File: src/design/mlfr_pkg.sv
// ----------------------------------------------------------------------------
// mlfr_pkg - shared definitions for the magic length frame receiver
// Widths, register indexes, codes and the control/status bundles that pass
// between the controller and the datapath.
// ----------------------------------------------------------------------------
package mlfr_pkg;

    // payload buffer size and derived widths
    localparam int MAX_PAYLOAD = 64;
    localparam int ADDR_W      = (MAX_PAYLOAD > 1) ? $clog2(MAX_PAYLOAD) : 1;
    localparam int FILL_W      = $clog2(MAX_PAYLOAD + 1);

    // field widths
    localparam int BYTE_W     = 8;
    localparam int TIME_W     = 32;
    localparam int TIMEOUT_W  = 16;
    localparam int CFG_IDX_W  = 2;
    localparam int CFG_DATA_W = 16;

    // register indexes
    localparam logic [CFG_IDX_W-1:0] REG_TIMEOUT_MS   = 2'd0;
    localparam logic [CFG_IDX_W-1:0] REG_MAGIC_FIRST  = 2'd1;
    localparam logic [CFG_IDX_W-1:0] REG_MAGIC_SECOND = 2'd2;

    // register reset values
    localparam logic [TIMEOUT_W-1:0] TIMEOUT_RESET      = 16'd5;
    localparam logic [BYTE_W-1:0]    MAGIC_FIRST_RESET  = 8'hCC;
    localparam logic [BYTE_W-1:0]    MAGIC_SECOND_RESET = 8'h33;

    // input operation codes
    localparam logic OP_BYTE  = 1'b0;
    localparam logic OP_RESET = 1'b1;

    // result kinds
    localparam logic KIND_VERDICT = 1'b0;
    localparam logic KIND_PAYLOAD = 1'b1;

    // controller to datapath
    typedef struct packed {
        logic capture;
        logic eval;
        logic rd_issue;
        logic rd_load;
    } mlfr_cmd_t;

    // datapath to controller
    typedef struct packed {
        logic reset_op;
        logic frame_done;
        logic out_free;
        logic rd_last;
    } mlfr_status_t;

endpackage

File: src/design/mlfr_if.sv
// ----------------------------------------------------------------------------
// mlfr_if - stream channels of the magic length frame receiver
// Input channel carries received bytes or reset requests, output channel
// carries verdicts and delivered payload bytes.
// ----------------------------------------------------------------------------
interface mlfr_in_if;
    logic                          valid;
    logic                          ready;
    logic                          op;
    logic [mlfr_pkg::BYTE_W-1:0]   rx_byte;
    logic [mlfr_pkg::TIME_W-1:0]   now_ms;

    modport source (output valid, output op, output rx_byte, output now_ms, input ready);
    modport sink   (input valid, input op, input rx_byte, input now_ms, output ready);
endinterface

interface mlfr_out_if;
    logic                          valid;
    logic                          ready;
    logic                          kind;
    logic                          consumed;
    logic [mlfr_pkg::BYTE_W-1:0]   payload_byte;
    logic [mlfr_pkg::BYTE_W-1:0]   frame_length;
    logic                          last;

    modport source (output valid, output kind, output consumed, output payload_byte,
                    output frame_length, output last, input ready);
    modport sink   (input valid, input kind, input consumed, input payload_byte,
                    input frame_length, input last, output ready);
endinterface

File: src/design/mlfr_datapath.sv
// ----------------------------------------------------------------------------
// mlfr_datapath - parse state, payload buffer and result register
// Holds the configuration, judges one captured byte per eval command, fills
// the payload buffer and reads it back one entry per readout step.
// ----------------------------------------------------------------------------
module mlfr_datapath (
    input  logic                                clk,
    input  logic                                rst_n,
    // captured input fields
    input  logic                                in_op,
    input  logic [mlfr_pkg::BYTE_W-1:0]         in_rx_byte,
    input  logic [mlfr_pkg::TIME_W-1:0]         in_now_ms,
    // result register
    output logic                                out_valid,
    input  logic                                out_ready,
    output logic                                out_kind,
    output logic                                out_consumed,
    output logic [mlfr_pkg::BYTE_W-1:0]         out_payload_byte,
    output logic [mlfr_pkg::BYTE_W-1:0]         out_frame_length,
    output logic                                out_last,
    // configuration writes
    input  logic                                cfg_we,
    input  logic [mlfr_pkg::CFG_IDX_W-1:0]      cfg_index,
    input  logic [mlfr_pkg::CFG_DATA_W-1:0]     cfg_data,
    // controller link
    input  mlfr_pkg::mlfr_cmd_t                 cmd,
    output mlfr_pkg::mlfr_status_t              st
);

    typedef enum logic [2:0] {
        P_IDLE    = 3'd0,
        P_MAGIC   = 3'd1,
        P_LEN     = 3'd2,
        P_PAYLOAD = 3'd3,
        P_DISCARD = 3'd4
    } parse_t;

    // captured item
    logic                               op_reg;
    logic [mlfr_pkg::BYTE_W-1:0]        byte_reg;
    logic [mlfr_pkg::TIME_W-1:0]        now_reg;

    // configuration
    logic [mlfr_pkg::TIMEOUT_W-1:0]     timeout_ms_reg;
    logic [mlfr_pkg::BYTE_W-1:0]        magic_first_reg;
    logic [mlfr_pkg::BYTE_W-1:0]        magic_second_reg;

    // parser state
    parse_t                             parse_reg;
    parse_t                             parse_next;
    parse_t                             eff_state;
    logic [mlfr_pkg::BYTE_W-1:0]        len_reg;
    logic [mlfr_pkg::BYTE_W-1:0]        len_next;
    logic [mlfr_pkg::FILL_W-1:0]        fill_reg;
    logic [mlfr_pkg::FILL_W-1:0]        fill_next;
    logic [mlfr_pkg::FILL_W-1:0]        fill_inc;
    logic [mlfr_pkg::TIME_W-1:0]        last_arrival_reg;
    logic [mlfr_pkg::TIME_W-1:0]        gap;
    logic                               timed_out;
    logic                               consumed;
    logic                               frame_done;
    logic                               store_we;

    // payload buffer and readout
    logic [mlfr_pkg::BYTE_W-1:0]        store_mem [mlfr_pkg::MAX_PAYLOAD];
    logic [mlfr_pkg::BYTE_W-1:0]        rd_data_reg;
    logic [mlfr_pkg::ADDR_W-1:0]        rd_idx_reg;
    logic                               rd_last;

    // result register
    logic                               out_valid_reg;
    logic                               out_kind_reg;
    logic                               out_consumed_reg;
    logic [mlfr_pkg::BYTE_W-1:0]        out_payload_reg;
    logic [mlfr_pkg::BYTE_W-1:0]        out_length_reg;
    logic                               out_last_reg;
    logic                               out_free;
    logic                               load_verdict;

    // capture of the accepted item
    always_ff @(posedge clk)
    begin
        if (cmd.capture)
        begin
            op_reg   <= in_op;
            byte_reg <= in_rx_byte;
            now_reg  <= in_now_ms;
        end
    end

    // configuration registers, unknown indexes ignored
    always_ff @(posedge clk or negedge rst_n)
    begin
        if (!rst_n)
        begin
            timeout_ms_reg   <= mlfr_pkg::TIMEOUT_RESET;
            magic_first_reg  <= mlfr_pkg::MAGIC_FIRST_RESET;
            magic_second_reg <= mlfr_pkg::MAGIC_SECOND_RESET;
        end
        else if (cfg_we)
        begin
            unique case (cfg_index)
                mlfr_pkg::REG_TIMEOUT_MS:   timeout_ms_reg   <= cfg_data;
                mlfr_pkg::REG_MAGIC_FIRST:  magic_first_reg  <= cfg_data[mlfr_pkg::BYTE_W-1:0];
                mlfr_pkg::REG_MAGIC_SECOND: magic_second_reg <= cfg_data[mlfr_pkg::BYTE_W-1:0];
                default: ;
            endcase
        end
    end

    // gap check, modulo 2^32
    assign gap       = now_reg - last_arrival_reg;
    assign timed_out = (parse_reg != P_IDLE) &&
                       (gap > mlfr_pkg::TIME_W'(timeout_ms_reg));
    assign eff_state = timed_out ? P_IDLE : parse_reg;
    assign fill_inc  = fill_reg + mlfr_pkg::FILL_W'(1);

    // byte judgement
    always_comb
    begin
        parse_next = eff_state;
        len_next   = len_reg;
        fill_next  = fill_reg;
        consumed   = 1'b1;
        frame_done = 1'b0;
        store_we   = 1'b0;
        unique case (eff_state)
            P_IDLE:
            begin
                consumed = (byte_reg == magic_first_reg);
                if (consumed)
                begin
                    parse_next = P_MAGIC;
                end
            end
            P_MAGIC:
            begin
                if (byte_reg == magic_second_reg)
                begin
                    parse_next = P_LEN;
                end
                else if (byte_reg == magic_first_reg)
                begin
                    parse_next = P_MAGIC;
                end
                else
                begin
                    parse_next = P_IDLE;
                end
            end
            P_LEN:
            begin
                fill_next = '0;
                len_next  = byte_reg;
                if (byte_reg == '0)
                begin
                    parse_next = P_IDLE;
                end
                else if (byte_reg > mlfr_pkg::BYTE_W'(mlfr_pkg::MAX_PAYLOAD))
                begin
                    parse_next = P_DISCARD;
                end
                else
                begin
                    parse_next = P_PAYLOAD;
                end
            end
            P_PAYLOAD:
            begin
                store_we  = 1'b1;
                fill_next = fill_inc;
                if (mlfr_pkg::BYTE_W'(fill_inc) >= len_reg)
                begin
                    frame_done = 1'b1;
                    parse_next = P_IDLE;
                end
            end
            default:
            begin
                // discard, also taken by the unused codes
                len_next = len_reg - mlfr_pkg::BYTE_W'(1);
                if (len_next == '0)
                begin
                    parse_next = P_IDLE;
                end
            end
        endcase
    end

    // parser state update
    always_ff @(posedge clk or negedge rst_n)
    begin
        if (!rst_n)
        begin
            parse_reg        <= P_IDLE;
            len_reg          <= '0;
            fill_reg         <= '0;
            last_arrival_reg <= '0;
        end
        else if (cmd.eval)
        begin
            if (op_reg == mlfr_pkg::OP_RESET)
            begin
                parse_reg <= P_IDLE;
            end
            else
            begin
                parse_reg        <= parse_next;
                len_reg          <= len_next;
                fill_reg         <= fill_next;
                last_arrival_reg <= now_reg;
            end
        end
    end

    // payload buffer write and registered read
    always_ff @(posedge clk)
    begin
        if (cmd.eval && (op_reg == mlfr_pkg::OP_BYTE) && store_we)
        begin
            store_mem[fill_reg[mlfr_pkg::ADDR_W-1:0]] <= byte_reg;
        end
        if (cmd.rd_issue)
        begin
            rd_data_reg <= store_mem[rd_idx_reg];
        end
    end

    // readout index
    assign rd_last = (mlfr_pkg::BYTE_W'(rd_idx_reg) + mlfr_pkg::BYTE_W'(1)) == len_reg;

    always_ff @(posedge clk or negedge rst_n)
    begin
        if (!rst_n)
        begin
            rd_idx_reg <= '0;
        end
        else if (cmd.eval && frame_done && (op_reg == mlfr_pkg::OP_BYTE))
        begin
            rd_idx_reg <= '0;
        end
        else if (cmd.rd_load && !rd_last)
        begin
            rd_idx_reg <= rd_idx_reg + mlfr_pkg::ADDR_W'(1);
        end
    end

    // result register
    assign out_free     = !out_valid_reg || out_ready;
    assign load_verdict = cmd.eval && (op_reg == mlfr_pkg::OP_BYTE) && !frame_done;

    always_ff @(posedge clk or negedge rst_n)
    begin
        if (!rst_n)
        begin
            out_valid_reg <= 1'b0;
        end
        else if (load_verdict || cmd.rd_load)
        begin
            out_valid_reg <= 1'b1;
        end
        else if (out_ready)
        begin
            out_valid_reg <= 1'b0;
        end
    end

    always_ff @(posedge clk)
    begin
        if (load_verdict)
        begin
            out_kind_reg     <= mlfr_pkg::KIND_VERDICT;
            out_consumed_reg <= consumed;
            out_payload_reg  <= '0;
            out_length_reg   <= '0;
            out_last_reg     <= 1'b1;
        end
        else if (cmd.rd_load)
        begin
            out_kind_reg     <= mlfr_pkg::KIND_PAYLOAD;
            out_consumed_reg <= 1'b1;
            out_payload_reg  <= rd_data_reg;
            out_length_reg   <= len_reg;
            out_last_reg     <= rd_last;
        end
    end

    assign out_valid        = out_valid_reg;
    assign out_kind         = out_kind_reg;
    assign out_consumed     = out_consumed_reg;
    assign out_payload_byte = out_payload_reg;
    assign out_frame_length = out_length_reg;
    assign out_last         = out_last_reg;

    // status to the controller
    assign st.reset_op   = (op_reg == mlfr_pkg::OP_RESET);
    assign st.frame_done = frame_done;
    assign st.out_free   = out_free;
    assign st.rd_last    = rd_last;

    // filling never runs past the announced length
    a_fill_in_range: assert property (@(posedge clk) disable iff (!rst_n)
        parse_reg == P_PAYLOAD |->
            (mlfr_pkg::BYTE_W'(fill_reg) < len_reg) &&
            (len_reg <= mlfr_pkg::BYTE_W'(mlfr_pkg::MAX_PAYLOAD)))
        else $error("payload fill index out of range");

    // discard always has bytes left to drop
    a_discard_left: assert property (@(posedge clk) disable iff (!rst_n)
        parse_reg == P_DISCARD |-> len_reg != '0)
        else $error("discard state with nothing remaining");

    // readout starts at the first buffer entry
    a_readout_start: assert property (@(posedge clk) disable iff (!rst_n)
        cmd.eval && frame_done && (op_reg == mlfr_pkg::OP_BYTE) |=> rd_idx_reg == '0)
        else $error("readout index not cleared at frame end");

endmodule

File: src/design/mlfr_ctrl.sv
// ----------------------------------------------------------------------------
// mlfr_ctrl - sequencing controller of the magic length frame receiver
// Takes one item, has the datapath judge it, and for a completed frame steps
// the payload readout one buffer entry at a time.
// ----------------------------------------------------------------------------
module mlfr_ctrl (
    input  logic                    clk,
    input  logic                    rst_n,
    input  logic                    in_valid,
    output logic                    in_ready,
    input  mlfr_pkg::mlfr_status_t  st,
    output mlfr_pkg::mlfr_cmd_t     cmd
);

    typedef enum logic [1:0] {
        C_WAIT,
        C_EVAL,
        C_RD_ISSUE,
        C_RD_LOAD
    } ctrl_state_t;

    ctrl_state_t state_reg;
    logic        ready_reg;

    // commands follow the state and the datapath status
    assign cmd.capture  = ready_reg && in_valid;
    assign cmd.eval     = (state_reg == C_EVAL) &&
                          (st.reset_op || st.frame_done || st.out_free);
    assign cmd.rd_issue = (state_reg == C_RD_ISSUE);
    assign cmd.rd_load  = (state_reg == C_RD_LOAD) && st.out_free;
    assign in_ready     = ready_reg;

    // state and ready
    always_ff @(posedge clk or negedge rst_n)
    begin
        if (!rst_n)
        begin
            state_reg <= C_WAIT;
            ready_reg <= 1'b1;
        end
        else
        begin
            unique case (state_reg)
                C_WAIT:
                begin
                    if (in_valid)
                    begin
                        state_reg <= C_EVAL;
                        ready_reg <= 1'b0;
                    end
                end
                C_EVAL:
                begin
                    if (st.reset_op)
                    begin
                        state_reg <= C_WAIT;
                        ready_reg <= 1'b1;
                    end
                    else if (st.frame_done)
                    begin
                        state_reg <= C_RD_ISSUE;
                    end
                    else if (st.out_free)
                    begin
                        state_reg <= C_WAIT;
                        ready_reg <= 1'b1;
                    end
                end
                C_RD_ISSUE:
                begin
                    state_reg <= C_RD_LOAD;
                end
                C_RD_LOAD:
                begin
                    if (st.out_free)
                    begin
                        if (st.rd_last)
                        begin
                            state_reg <= C_WAIT;
                            ready_reg <= 1'b1;
                        end
                        else
                        begin
                            state_reg <= C_RD_ISSUE;
                        end
                    end
                end
                default:
                begin
                    state_reg <= C_WAIT;
                    ready_reg <= 1'b1;
                end
            endcase
        end
    end

    // ready exactly while waiting for an item
    a_ready_state: assert property (@(posedge clk) disable iff (!rst_n)
        ready_reg == (state_reg == C_WAIT))
        else $error("ready out of step with controller state");

    // an accepted item is judged next
    a_capture_eval: assert property (@(posedge clk) disable iff (!rst_n)
        cmd.capture |=> state_reg == C_EVAL)
        else $error("accepted item not judged");

    // final readout entry frees the input
    a_readout_end: assert property (@(posedge clk) disable iff (!rst_n)
        cmd.rd_load && st.rd_last |=> ready_reg)
        else $error("input not reopened after readout");

endmodule

File: src/design/magic_length_frame_receiver.sv
// ----------------------------------------------------------------------------
// magic_length_frame_receiver - byte-serial command frame parser
// Splits a received byte stream into command frames (two sync bytes, length,
// payload) and console traffic, delivering completed frame payloads.
// ----------------------------------------------------------------------------
// An item is taken, then judged in the evaluation state; an ordinary byte
// waits there while a previous verdict still blocks the output register,
// while a reset request is judged at once. The verdict sits in the output
// register and the next item is taken while it waits. The byte that
// completes a frame instead starts the payload readout: each buffered byte
// takes a registered buffer read, then a load of the output register once
// that register is free. Configuration may be written whenever the input is
// ready and all results have been taken.
module magic_length_frame_receiver (
    input  logic                                clk,
    input  logic                                rst_n,
    mlfr_in_if.sink                             in_ch,
    mlfr_out_if.source                          out_ch,
    input  logic                                cfg_we,
    input  logic [mlfr_pkg::CFG_IDX_W-1:0]      cfg_index,
    input  logic [mlfr_pkg::CFG_DATA_W-1:0]     cfg_data
);

    mlfr_pkg::mlfr_cmd_t    cmd;
    mlfr_pkg::mlfr_status_t st;
    logic                   in_ready;

    assign in_ch.ready = in_ready;

    // sequencing
    mlfr_ctrl u_ctrl (
        .clk      (clk),
        .rst_n    (rst_n),
        .in_valid (in_ch.valid),
        .in_ready (in_ready),
        .st       (st),
        .cmd      (cmd)
    );

    // parsing, buffering and results
    mlfr_datapath u_datapath (
        .clk              (clk),
        .rst_n            (rst_n),
        .in_op            (in_ch.op),
        .in_rx_byte       (in_ch.rx_byte),
        .in_now_ms        (in_ch.now_ms),
        .out_valid        (out_ch.valid),
        .out_ready        (out_ch.ready),
        .out_kind         (out_ch.kind),
        .out_consumed     (out_ch.consumed),
        .out_payload_byte (out_ch.payload_byte),
        .out_frame_length (out_ch.frame_length),
        .out_last         (out_ch.last),
        .cfg_we           (cfg_we),
        .cfg_index        (cfg_index),
        .cfg_data         (cfg_data),
        .cmd              (cmd),
        .st               (st)
    );

endmodule
File: src/flat_wrapper.sv
// flat-port wrapper written by rule: the top's interface ports become plain ports
module magic_length_frame_receiver_flat 
  (clk, rst_n, cfg_we, cfg_index, cfg_data, in_ch_valid, in_ch_op, in_ch_rx_byte, in_ch_now_ms, in_ch_ready, out_ch_valid, out_ch_kind, out_ch_consumed, out_ch_payload_byte, out_ch_frame_length, out_ch_last, out_ch_ready);
  mlfr_in_if in_ch_i ();
  mlfr_out_if out_ch_i ();
  input  logic clk;
  input  logic rst_n;
  input  logic cfg_we;
  input  logic [mlfr_pkg::CFG_IDX_W-1:0] cfg_index;
  input  logic [mlfr_pkg::CFG_DATA_W-1:0] cfg_data;
  input wire logic [$bits(in_ch_i.valid)-1:0] in_ch_valid;
  input wire logic [$bits(in_ch_i.op)-1:0] in_ch_op;
  input wire logic [$bits(in_ch_i.rx_byte)-1:0] in_ch_rx_byte;
  input wire logic [$bits(in_ch_i.now_ms)-1:0] in_ch_now_ms;
  output wire logic [$bits(in_ch_i.ready)-1:0] in_ch_ready;
  output wire logic [$bits(out_ch_i.valid)-1:0] out_ch_valid;
  output wire logic [$bits(out_ch_i.kind)-1:0] out_ch_kind;
  output wire logic [$bits(out_ch_i.consumed)-1:0] out_ch_consumed;
  output wire logic [$bits(out_ch_i.payload_byte)-1:0] out_ch_payload_byte;
  output wire logic [$bits(out_ch_i.frame_length)-1:0] out_ch_frame_length;
  output wire logic [$bits(out_ch_i.last)-1:0] out_ch_last;
  input wire logic [$bits(out_ch_i.ready)-1:0] out_ch_ready;
  assign in_ch_i.valid = in_ch_valid;
  assign in_ch_i.op = in_ch_op;
  assign in_ch_i.rx_byte = in_ch_rx_byte;
  assign in_ch_i.now_ms = in_ch_now_ms;
  assign in_ch_ready = in_ch_i.ready;
  assign out_ch_valid = out_ch_i.valid;
  assign out_ch_kind = out_ch_i.kind;
  assign out_ch_consumed = out_ch_i.consumed;
  assign out_ch_payload_byte = out_ch_i.payload_byte;
  assign out_ch_frame_length = out_ch_i.frame_length;
  assign out_ch_last = out_ch_i.last;
  assign out_ch_i.ready = out_ch_ready;
  magic_length_frame_receiver u_core (.clk(clk), .rst_n(rst_n), .in_ch(in_ch_i), .out_ch(out_ch_i), .cfg_we(cfg_we), .cfg_index(cfg_index), .cfg_data(cfg_data));
endmodule
File: config.mk
export PLATFORM = sky130hd
export DESIGN_NAME = magic_length_frame_receiver_flat
export DESIGN_NICKNAME = d
export VERILOG_FILES = /design/src/design/mlfr_pkg.sv /design/src/design/mlfr_if.sv /design/src/design/mlfr_datapath.sv /design/src/design/mlfr_ctrl.sv /design/src/design/magic_length_frame_receiver.sv /design/src/flat_wrapper.sv
export SDC_FILE = /design/constraint.sdc
export NUM_CORES = 1
export LEC_CHECK = 0
export BUFFER_PORTS_ARGS = -buffer_cell sky130_fd_sc_hd__buf_4
export CAP_MARGIN = 20
export CORE_ASPECT_RATIO = 2
export CORE_MARGIN = 4
export CORE_UTILIZATION = 48
export CTS_CLUSTER_DIAMETER = 30
export CTS_CLUSTER_SIZE = 8
export DETAILED_ROUTE_END_ITERATION = 8
export HOLD_SLACK_MARGIN = 0.02
export PLACE_DENSITY = 0.75
export SLEW_MARGIN = 10
export SYNTH_ARGS = -nofsm -noshare
export SYNTH_HDL_FRONTEND = slang
export SYNTH_SLANG_ARGS = --single-unit
export TNS_END_PERCENT = 50
File: constraint.sdc
create_clock -name clk -period 14.68 [get_ports clk]
set_input_delay 0.734 -clock clk [delete_from_list [all_inputs] [get_ports clk]]
set_output_delay 0.734 -clock clk [all_outputs]
set_load 0.005 [all_outputs]
[Word level (Yosys, flattened, before mapping)]
Memory sizes are Yosys's and may differ from the RTL's. A register that Yosys moved wholly into a read port is not among the register bits.
Cells that the tools add are included.
Word-level totals
  output and inout port bits: 21
  register bits: 152
  memory bits (writable): 512
  memories: 1
  input bits: 64
Memories
  u_core.u_datapath.store_mem: words 64, bits a word 8, read ports 1, clocked after Yosys merged registers in 1, write ports 1, line mlfr_datapath.sv:65  | logic [mlfr_pkg::BYTE_W-1:0] store_mem [mlfr_pkg::MAX_PAYLOAD];
Operators by class
  equal/unequal tests: 17
  bitwise operators: 2
  $lt $le $gt $ge: 3
  $add $sub $neg: 5
  reduce and logical (&&, ||, !) cells: 37
  mux-type cells: 38
Operators with widths (number)
  $gt 32x16->1: 1
  $sub 32x32->32: 1
  $mux 3: 7
  $mux 1: 17
  $eq 8x8->1: 2
  $logic_not 8->1: 2
  $pmux 8 s2: 1
  $mux 2: 7
  $pmux 7 s2: 1
  $mux 6: 2
  $pmux 3 s4: 1
  $logic_and 1x1->1: 10
  $reduce_and 3->1: 3
  $eq 7x8->1: 1
  $ge 7x8->1: 1
  $gt 8x7->1 const B: 1
  $pmux 2 s4: 1
  $reduce_and 2->1: 4
  $reduce_bool 2->1: 4
  $sub 8x1->8 const B: 1
  $add 6x1->7 const B: 1
  $add 7x1->7 const B: 1
  $add 6x1->6 const B: 1
  $eq 2x2->1 const B: 3
  15 further kinds: 28

[Depth between registers and ports, before layout]
Gate-level depths: netlist (run 1).
  depth after elaboration: 13
  gate-level depth with buffers: 23
  mapped depth without buffers: 20

[By module]
From an unflattened synthesis (run 1), not the netlist that was laid out.
Second synthesis, totals
  cells, all modules: 2001
  area, all modules: 29298.1 um^2
By module, submodules not included
  mlfr_datapath: cells an instance 1979, instances 1, area each 29101.7 um^2, seq. area each 19476.2 um^2
  mlfr_ctrl: cells an instance 22, instances 1, area each 196.4 um^2, seq. area each 76.3 um^2

[Worst setup path before layout (run 1)]
OpenSTA, ideal clock, no wires.
  path kind: reg2reg
  start: register u_core.u_datapath.now_reg[0] in the netlist's numbering
  end: memory u_core.u_datapath.store_mem[56][0] in the netlist's numbering (enable)
  arrival: 4794 ps
  setup slack: 9515 ps
  cell stages (with the launch flop): 21
  cell sequence: edfxtp_1 inv_1 ha_1 fa_1 and2b_1 o2111ai_2 a211oi_1 nor3_1 xnor2_1 ha_1 nand4_1 nor2_1 a221o_1 o31ai_1 o211ai_1 a221oi_1 o2111ai_2 nor4_1 buf_4 nand3_1 nor2_1
Between the ends
  word-level cells in the longest chain between the ends: 13
  elaborated cells on any way between the ends: 14
RTL lines
  start, declared: line mlfr_datapath.sv:41  | logic [mlfr_pkg::TIME_W-1:0] now_reg;
  start signal, assigned: line mlfr_datapath.sv:87  | now_reg <= in_now_ms;
  $sub 32x32->32 *: line mlfr_datapath.sv:112  | assign gap = now_reg - last_arrival_reg;
  $gt 32x16->1 *: line mlfr_datapath.sv:114  | (gap > mlfr_pkg::TIME_W'(timeout_ms_reg));
  $logic_and 1x1->1 *: line mlfr_datapath.sv:113  | assign timed_out = (parse_reg != P_IDLE) &&
  $mux 3 *: line mlfr_datapath.sv:115  | assign eff_state = timed_out ? P_IDLE : parse_reg;
  $eq 3x2->1 *: line mlfr_datapath.sv:127  | unique case (eff_state)
  $mux 1: line mlfr_datapath.sv:127
  $logic_or 1x1->1 (2 in a row): line mlfr_ctrl.sv:28  | (st.reset_op || st.frame_done || st.out_free);
  $logic_and 1x1->1: line mlfr_ctrl.sv:27  | assign cmd.eval = (state_reg == C_EVAL) &&
  $logic_and 1x1->1: line mlfr_datapath.sv:219  | if (cmd.eval && (op_reg == mlfr_pkg::OP_BYTE) && store_we)
  $logic_and 1x1->1 *: line mlfr_datapath.sv:219
  $mux 1 *: line mlfr_datapath.sv:219
  $mux 1 (not written as such) *: line mlfr_datapath.sv:221  | store_mem[fill_reg[mlfr_pkg::ADDR_W-1:0]] <= byte_reg;
  end, declared: line mlfr_datapath.sv:65
Every way passes the cells marked *; elsewhere a longest branch is shown, timed or not.

[Worst setup path after layout (run 1)]
  start: register u_core.u_datapath.last_arrival_reg[0] in the netlist's numbering
  end: memory u_core.u_datapath.store_mem[54][1] in the netlist's numbering (enable)
Between the ends
  word-level cells in the longest chain between the ends: 13
  elaborated cells on any way between the ends: 14
RTL lines
  start, declared: line mlfr_datapath.sv:57  | logic [mlfr_pkg::TIME_W-1:0] last_arrival_reg;
  start signal, assigned: line mlfr_datapath.sv:211  | last_arrival_reg <= now_reg;
  $sub 32x32->32 *: line mlfr_datapath.sv:112
  $gt 32x16->1 *: line mlfr_datapath.sv:114
  $logic_and 1x1->1 *: line mlfr_datapath.sv:113
  $mux 3 *: line mlfr_datapath.sv:115
  $eq 3x2->1 *: line mlfr_datapath.sv:127
  $mux 1: line mlfr_datapath.sv:127
  $logic_or 1x1->1 (2 in a row): line mlfr_ctrl.sv:28
  $logic_and 1x1->1: line mlfr_ctrl.sv:27
  $logic_and 1x1->1: line mlfr_datapath.sv:219
  $logic_and 1x1->1 *: line mlfr_datapath.sv:219
  $mux 1 *: line mlfr_datapath.sv:219
  $mux 1 (not written as such) *: line mlfr_datapath.sv:221
Marked as above.

==> impl_metrics.csv, run 1 <==
group,metric,value,unit
pwr,p_per_area,163.5,nW/µm²
critical_path,required,14.93,ns
yosys,syn_area,28910,µm²
cts,clk_pin_slew,0.05,ns
sta,final_max_slew_viol_count,0,
critical_path,path_cells,"ha_1 > fa_1 > and2b_1 > o2111ai_2 > a211oi_1 > nor3_1 > xnor2_1 > ha_1 > nand4_1 > nor2_1 > a221o_1 > o31ai_1 > o211ai_1 > a221oi_1 > o2111ai_2 > nor4_2 > buf_4 > nand4_1 > nor2_1",
global_routing,use_met2,43.70,%
global_routing,antenna_found_initial,0,
sta,rsz0062_at_grt,"no",
floorplan,core,59750,µm²
floorplan,rows,127,
sta,setup_viol,0,
yosys,yosysUniqueCellTypes,71,
layout,utilization,55.70,%
yosys,async_flop_share,13.69,%
floorplan,start_util,48.39,%
yosys,yosys-top-cells-area,"edfxtp_1 58%, mux4_2 13%, dfrtp_1 7.0%, ha_1 2.5%, mux2_4 1.5%",
cts,cts_buffers,99,
critical_path,worst_r2r_endpoint,"u_core.u_datapath.store_mem[54][1]",
pwr,leakagePower,11.34,nW
cts,cts_tree,"done",
placed_design,hpwl,51840,µm
drt,routed-via-count,16440,
floorplan,dieArea,64470,µm²
placed_design,dp_cells,2509,
hold_path,hold-path-cell-count,1,
drt,firstDrtPassIters,5,
yosys,synth_enable_flop_cells,562,
yosys,syn_avg_cell_area,16.95,µm²
global_routing,grt_usage,23.90,%
outcome,status,"completed",
layout,layout.cells.non_filler,2673,
flow_run,cap_viol_max_count,0,
cts,clock-sinks,672,
drt,wl,77220,µm
critical_path,reg2regPathDepth,19,
yosys,synth_seq_cells,672,
critical_path,critPathCaptureType,"register",
cts,cts_max_level,3,
yosys,yosys_warnings,0,
yosys,yosysSeqAreaShare,67.62,%
global_routing,grt_overflow_total,0,
global_routing,use_met1,24.95,%
critical_path,cp_max_fo,20,
yosys,synthFlopType,"edfxtp_1",
cts,clockRootBuffer,"clkbuf_16",
sta,hold_violations,0,
drt,drc,0,
hold_path,min-delay-start,"in_ch_now_ms[22]",
placed_design,place_ws,8.180,ns
critical_path,cp_top_family,"compound AO/OA/AOI/OAI gates",
critical_path,crit_path_start_kind,"register",
placed_design,port_buffers,84,
layout,fin_nets,1961,
sta,fin_crit,6.665,ns
sta,worst_slew_pin_slew,1.164,ns
sta,fmax,0.1500,GHz
yosys,synth_top_area_share,58.37,%
yosys,yosysMostFrequentCell,"edfxtp_1",
cts,cts.repair.resized,0,
pwr,p_total,5.440,mW
global_routing,grt_max_degree,81,
drt,drt_iter0_drc,1374,
critical_path,cp.arrival,6.91,ns
layout,drive_above_1_share,24.97,%
hold_path,min_path_type,"in -> reg",
drt,avgRoutedWirePerCell,28.89,µm
global_routing,grtUsageMet3,3.590,%
yosys,syn_inst,1706,
critical_path,critical-path-max-stage-delay,0.73,ns
drt,via_per_inst,6.152,
global_routing,grt_pass1_wl,113200,µm
sta,finalWorstSetupSlack,8.015,ns
layout,largest_reg_flops,512,
sta,finalSetupTns,0,ns
drt,ant_nets,0,
cts,clk_path_buf_depth,3,
placed_design,place_congestion,1.007,
critical_path,cp_num_buf_inv,1,
sta,fin_crit_sh,45.40,%
sta,finalClockSkew,0.03059,ns
hold_path,hold_path_end,"u_core.u_datapath.now_reg[22]",
critical_path,r2r-start,"u_core.u_datapath.last_arrival_reg[0]",
sta,slew_headroom,22.37,%
cts,postCtsSetupRepairBufs,0,
layout,fillers,4573,
yosys,syn-num-nets,1829,
yosys,synthTopCellsByCount,"562 x edfxtp_1, 168 x mux4_2, 109 x nor2_1",
pwr,peakVddDrop,140.4,µV
floorplan,die_width,181.5,µm
critical_path,worstSetupPathType,"reg -> reg",
critical_path,cpMaxStageDelayCell,"nor2_1",
global_routing,grt_pass1_vias,17460,
layout,syn_to_final_growth,15.11,%
yosys,yosys.area.top_type,"edfxtp_1",
global_routing,grt-busiest-layer,"met2",
cts,worst_skew_pair.late_latency,0.63,ns
floorplan,die_y,355.1,µm
floorplan,io_pins,85,
critical_path,reg2reg_slack,8.02,ns
[logic make-up after synthesis]
kind of cell / Yosys count / synth area share, %
flip-flops: 672 / 67.62
AND/OR/NAND/NOR: 343 / 5.699
multiplexers: 232 / 15.88
AO/OA/AOI/OAI: 195 / 4.362
buffers and inverters: 143 / 1.982
XOR/XNOR: 62 / 1.878
adder cells (fa/ha/maj): 59 / 2.579
[layout make-up]
type                       instances  area, µm²  share of cell area [%]
timing repair buffer             107      825.8                   2.481
clock inverter                    14      143.9                  0.4323
inverter                          67      251.5                  0.7556
multi-input combinational        891       8808                   26.47
clock buffer                     147       2720                   8.173
antenna                            1      2.502                0.007519
tap                              774      968.4                   2.910
sequential                       672      19560                   58.77
[worst max path at each step]
stage | from | endpoint | slack (ns) | cells past startpoint
after floorplan | u_core.u_datapath.now_reg[0] | u_core.u_datapath.store_mem[56][0] | 9.52 | 20
after global placement | u_core.u_datapath.now_reg[0] | u_core.u_datapath.store_mem[55][2] | 8.40 | 20
after detailed placement | u_core.u_datapath.now_reg[0] | u_core.u_datapath.store_mem[54][3] | 8.18 | 20
after CTS | u_core.u_datapath.now_reg[0] | u_core.u_datapath.store_mem[54][0] | 8.10 | 20
after global routing | u_core.u_datapath.now_reg[0] | u_core.u_datapath.store_mem[52][4] | 7.67 | 20
final | u_core.u_datapath.last_arrival_reg[0] | u_core.u_datapath.store_mem[54][1] | 8.02 | 19
[routing by layer]
metal	part of all wire [%]	up-vias
li1	-	6945
met1	31	8298
met5	0	-
met3	6.3	284
met2	54	916
met4	8.3	0
[worst register-to-register path, stage by stage (launching register included)]
cell	delay (ns)
dfrtp_1	0.39
ha_1	0.22
fa_1	0.46
and2b_1	0.25
o2111ai_2	0.19
a211oi_1	0.46
nor3_1	0.13
xnor2_1	0.16
ha_1	0.34
nand4_1	0.13
nor2_1	0.08
a221o_1	0.32
o31ai_1	0.52
o211ai_1	0.20
a221oi_1	0.32
o2111ai_2	0.27
nor4_2	0.32
buf_4	0.33
nand4_1	0.46
nor2_1	0.73
[stage by stage]
stage	cell area [µm²]	hold WS (ns)
2_1_floorplan	28910	0.4384
3_5_place_dp	30380	0.4488
3_3_place_gp	30380	0.4495
4_1_cts	33250	0.2489
5_1_grt	33280	0.2634
6_report	33280	0.2806
[power by group]
part,total [mW],internal [mW],switching (mW)
combinational,1.09,0.421,0.672
clock,2.07,1.28,0.789
sequential,2.28,2.22,0.0580
[cell usage in the layout (no fill, tap or decap), drive strengths merged, types with 40 or more instances in the layout]
cell type	netlist	routed
edfxtp	562	562
mux4	168	168
clkbuf	46	147
nor2	109	109
buf	30	106
nand2	93	93
dfrtp	81	81
inv	67	69
ha	58	58
a21oi	58	58
mux2	49	49
o21ai	48	48
xnor2	40	40
[what timing repair did]
action                                  in CTS  in global routing
endpoints found under the hold margin       22                  0
hold buffers                                 1                  0
endpoints found under the setup margin       0                  0
No activity file was read; power rests on OpenSTA's default activity.
==> inputs of run 2 (changes only) <==
--- a/config.mk
+++ b/config.mk
@@ -14,7 +14,7 @@
 export CTS_CLUSTER_SIZE = 8
 export DETAILED_ROUTE_END_ITERATION = 8
 export HOLD_SLACK_MARGIN = 0.02
-export PLACE_DENSITY = 0.75
+export PLACE_DENSITY = 0.78
 export SLEW_MARGIN = 10
 export SYNTH_ARGS = -nofsm -noshare
 export SYNTH_HDL_FRONTEND = slang
==> constraint.sdc (replaced) <==
create_clock -name clk -period 5.75 [get_ports clk]
set_input_delay 0.2875 -clock clk [delete_from_list [all_inputs] [get_ports clk]]
set_output_delay 0.2875 -clock clk [all_outputs]
set_load 0.005 [all_outputs]
==> impl_metrics.csv, run 2 (synthesis results as in run 1) <==
group,metric,value,unit
layout,ff_latch_area,19560,µm²
global_routing,antenna_found_initial,3,
drt,ant_nets,0,
layout,syn_to_final_growth,20.10,%
global_routing,grt_usage,23.26,%
global_routing,grt_max_degree,76,
global_routing,grt_pass1_wl,112400,µm
drt,firstDrtPassIters,5,
drt,via_per_inst,6.071,
sta,setup_viol,0,
sta,final_max_slew_viol_count,0,
critical_path,required,6.07,ns
pwr,leakagePower,12.13,nW
placed_design,hpwl,49460,µm
global_routing,grt_pass1_vias,18070,
drt,routed-via-count,17170,
critical_path,critPathCaptureType,"register",
critical_path,cp.arrival,5.78,ns
floorplan,io_pins,85,
layout,largest_reg_flops,512,
sta,fin_crit_sh,94.95,%
sta,fmax,0.1832,GHz
sta,finalSetupTns,0,ns
critical_path,cpMaxStageDelayCell,"fa_1",
drt,drc,0,
floorplan,dieArea,64470,µm²
outcome,status,"completed",
pwr,peakVddDrop,349.7,µV
drt,avgRoutedWirePerCell,26.71,µm
cts,cts_buffers,100,
sta,slew_headroom,30.11,%
cts,worst_skew_pair.late_latency,0.64,ns
placed_design,place_congestion,0.9529,
critical_path,critical-path-max-stage-delay,0.47,ns
global_routing,grt_overflow_total,0,
layout,drive_above_1_share,27.73,%
layout,multi_input_area,8894,µm²
critical_path,crit_path_start_kind,"register",
floorplan,rows,127,
sta,worst_slew_pin_slew,1.048,ns
drt,wl,75540,µm
pwr,p_per_area,405.3,nW/µm²
sta,fin_crit,5.459,ns
cts,clk_pin_slew,0.05,ns
sta,hold_violations,0,
hold_path,min_path_type,"in -> reg",
sta,rsz0062_at_grt,"no",
floorplan,die_width,181.5,µm
cts,cts_max_level,3,
layout,utilization,58.12,%
critical_path,worstSetupPathType,"reg -> reg",
layout,final_common_cell,"edfxtp_1",
critical_path,cp_num_buf_inv,4,
placed_design,port_buffers,84,
sta,holdWs,0.04221,ns
floorplan,die_y,355.1,µm
cts,cts_tree,"done",
cts,clk_path_buf_depth,3,
sta,finalClockSkew,0.03003,ns
floorplan,start_util,48.39,%
floorplan,core,59750,µm²
cts,clockRootBuffer,"clkbuf_16",
cts,clock-sinks,672,
critical_path,cp_top_family,"compound AO/OA/AOI/OAI gates",
layout,fin_nets,2105,
critical_path,path_cells,"inv_1 > ha_1 > fa_1 > and2b_1 > o2111ai_2 > a211oi_2 > nor3_1 > xnor2_1 > ha_1 > nand4_1 > nor2_1 > a221o_1 > o31ai_2 > o211ai_1 > a221oi_2 > o2111ai_2 > nor4_4 > buf_6 > nand3_1 > buf_4 > nor2_1 > buf_4",
drt,drt_iter0_drc,1531,
layout,fillers,4299,
layout,final_cell_mix,"562 x edfxtp_1, 187 x buf_4, 168 x mux4_2",
flow_run,cap_viol_max_count,0,
critical_path,cp_max_fo,8,
run 2: cell count changes in the layout (fill, tap and decap cells not counted), moves of 4 or more:
| cell | before | now |
|---|---|---|
| nand4_4 | 0 | 4 |
| nand4_2 | 4 | 0 |
| buf_4 | 105 | 187 |
| clkbuf_1 | 44 | 51 |
| dlygate4sd3_1 | 1 | 58 |
run 2: worst paths after layout:
check                                                 startpoint                                     to  slack, ns  cells after the start
setup / recovery                    u_core.u_datapath.now_reg[0]     u_core.u_datapath.store_mem[25][5]       0.29                     22
setup reg to reg                    u_core.u_datapath.now_reg[0]     u_core.u_datapath.store_mem[25][5]       0.29                     22
min in group asynchronous                                  rst_n         u_core.u_datapath.parse_reg[1]       0.11                      2
max in group asynchronous                                  rst_n        u_core.u_datapath.rd_idx_reg[1]       4.29                      3
hold reg to reg            u_core.u_datapath.out_frame_length[0]  u_core.u_datapath.out_frame_length[0]       0.46                      2
hold / removal                                       in_ch_valid                 u_core.u_ctrl.in_ready       0.04                      4
run 2: final cells by class:
class | count | share of cell area [%]
Sequential cell | 672 | 56.33
Multi-Input combinational cell | 891 | 25.61
Clock buffer | 156 | 8.053
Timing Repair Buffer | 250 | 5.891
Tap cell | 774 | 2.789
Inverter | 67 | 0.7242
Clock inverter | 16 | 0.5837
Antenna cell | 2 | 0.01441
run 2: worst register-to-register path, delay by kind of cell, from the launching register on:
family	cells	cell delay [ns]
AND/OR/NAND/NOR	7	1.07
flip-flops	1	0.35
AO/OA/AOI/OAI	7	1.77
buffers and inverters	4	0.76
adder cells (fa/ha/maj)	3	1.04
XOR/XNOR	1	0.17
run 2: report_power, final:
part,switching [mW],internal (mW),total (mW)
Combinational,1.68,1.13,2.81
Sequential,0.141,5.67,5.81
Clock,2.02,3.43,5.45
run 2: per-stage QoR:
| step | cell area (µm²) | std cells | total power [mW] | setup WS [ns] |
|---|---|---|---|---|
| 6_report | 34720 | 2828 | 14.07 | 0.2905 |
| 5_1_grt | 34720 | 2827 | 14.62 | 0.07861 |
| 4_1_cts | 34620 | 2823 | 14.07 | 0.07364 |
| 3_5_place_dp | 31040 | 2593 | 8.587 | 0.02535 |
| 3_3_place_gp | 31020 | 2591 | 8.497 | 0.1675 |
| 2_1_floorplan | 28910 | 1706 | 7.789 | 0.5854 |
run 2: repair_timing:
| action | 4_1_cts | 5_1_grt |
|---|---|---|
| buffers inserted | 0 | 2 |
| setup endpoints to repair | 34 | 512 |
| cloned | 0 | 1 |
| hold endpoints to repair | 90 | 0 |
| resized for setup | 1 | 12 |
| hold buffers | 58 | 0 |
| pin swaps | 0 | 1 |
run 2: layer usage:
layer	share of wire, %	global-route usage [%]	vias up
met5	0.026	0	-
met4	7.8	15.50	2
met3	6.2	3.365	278
met2	54	42.50	937
met1	32	24.55	8691
li1	-	-	7262
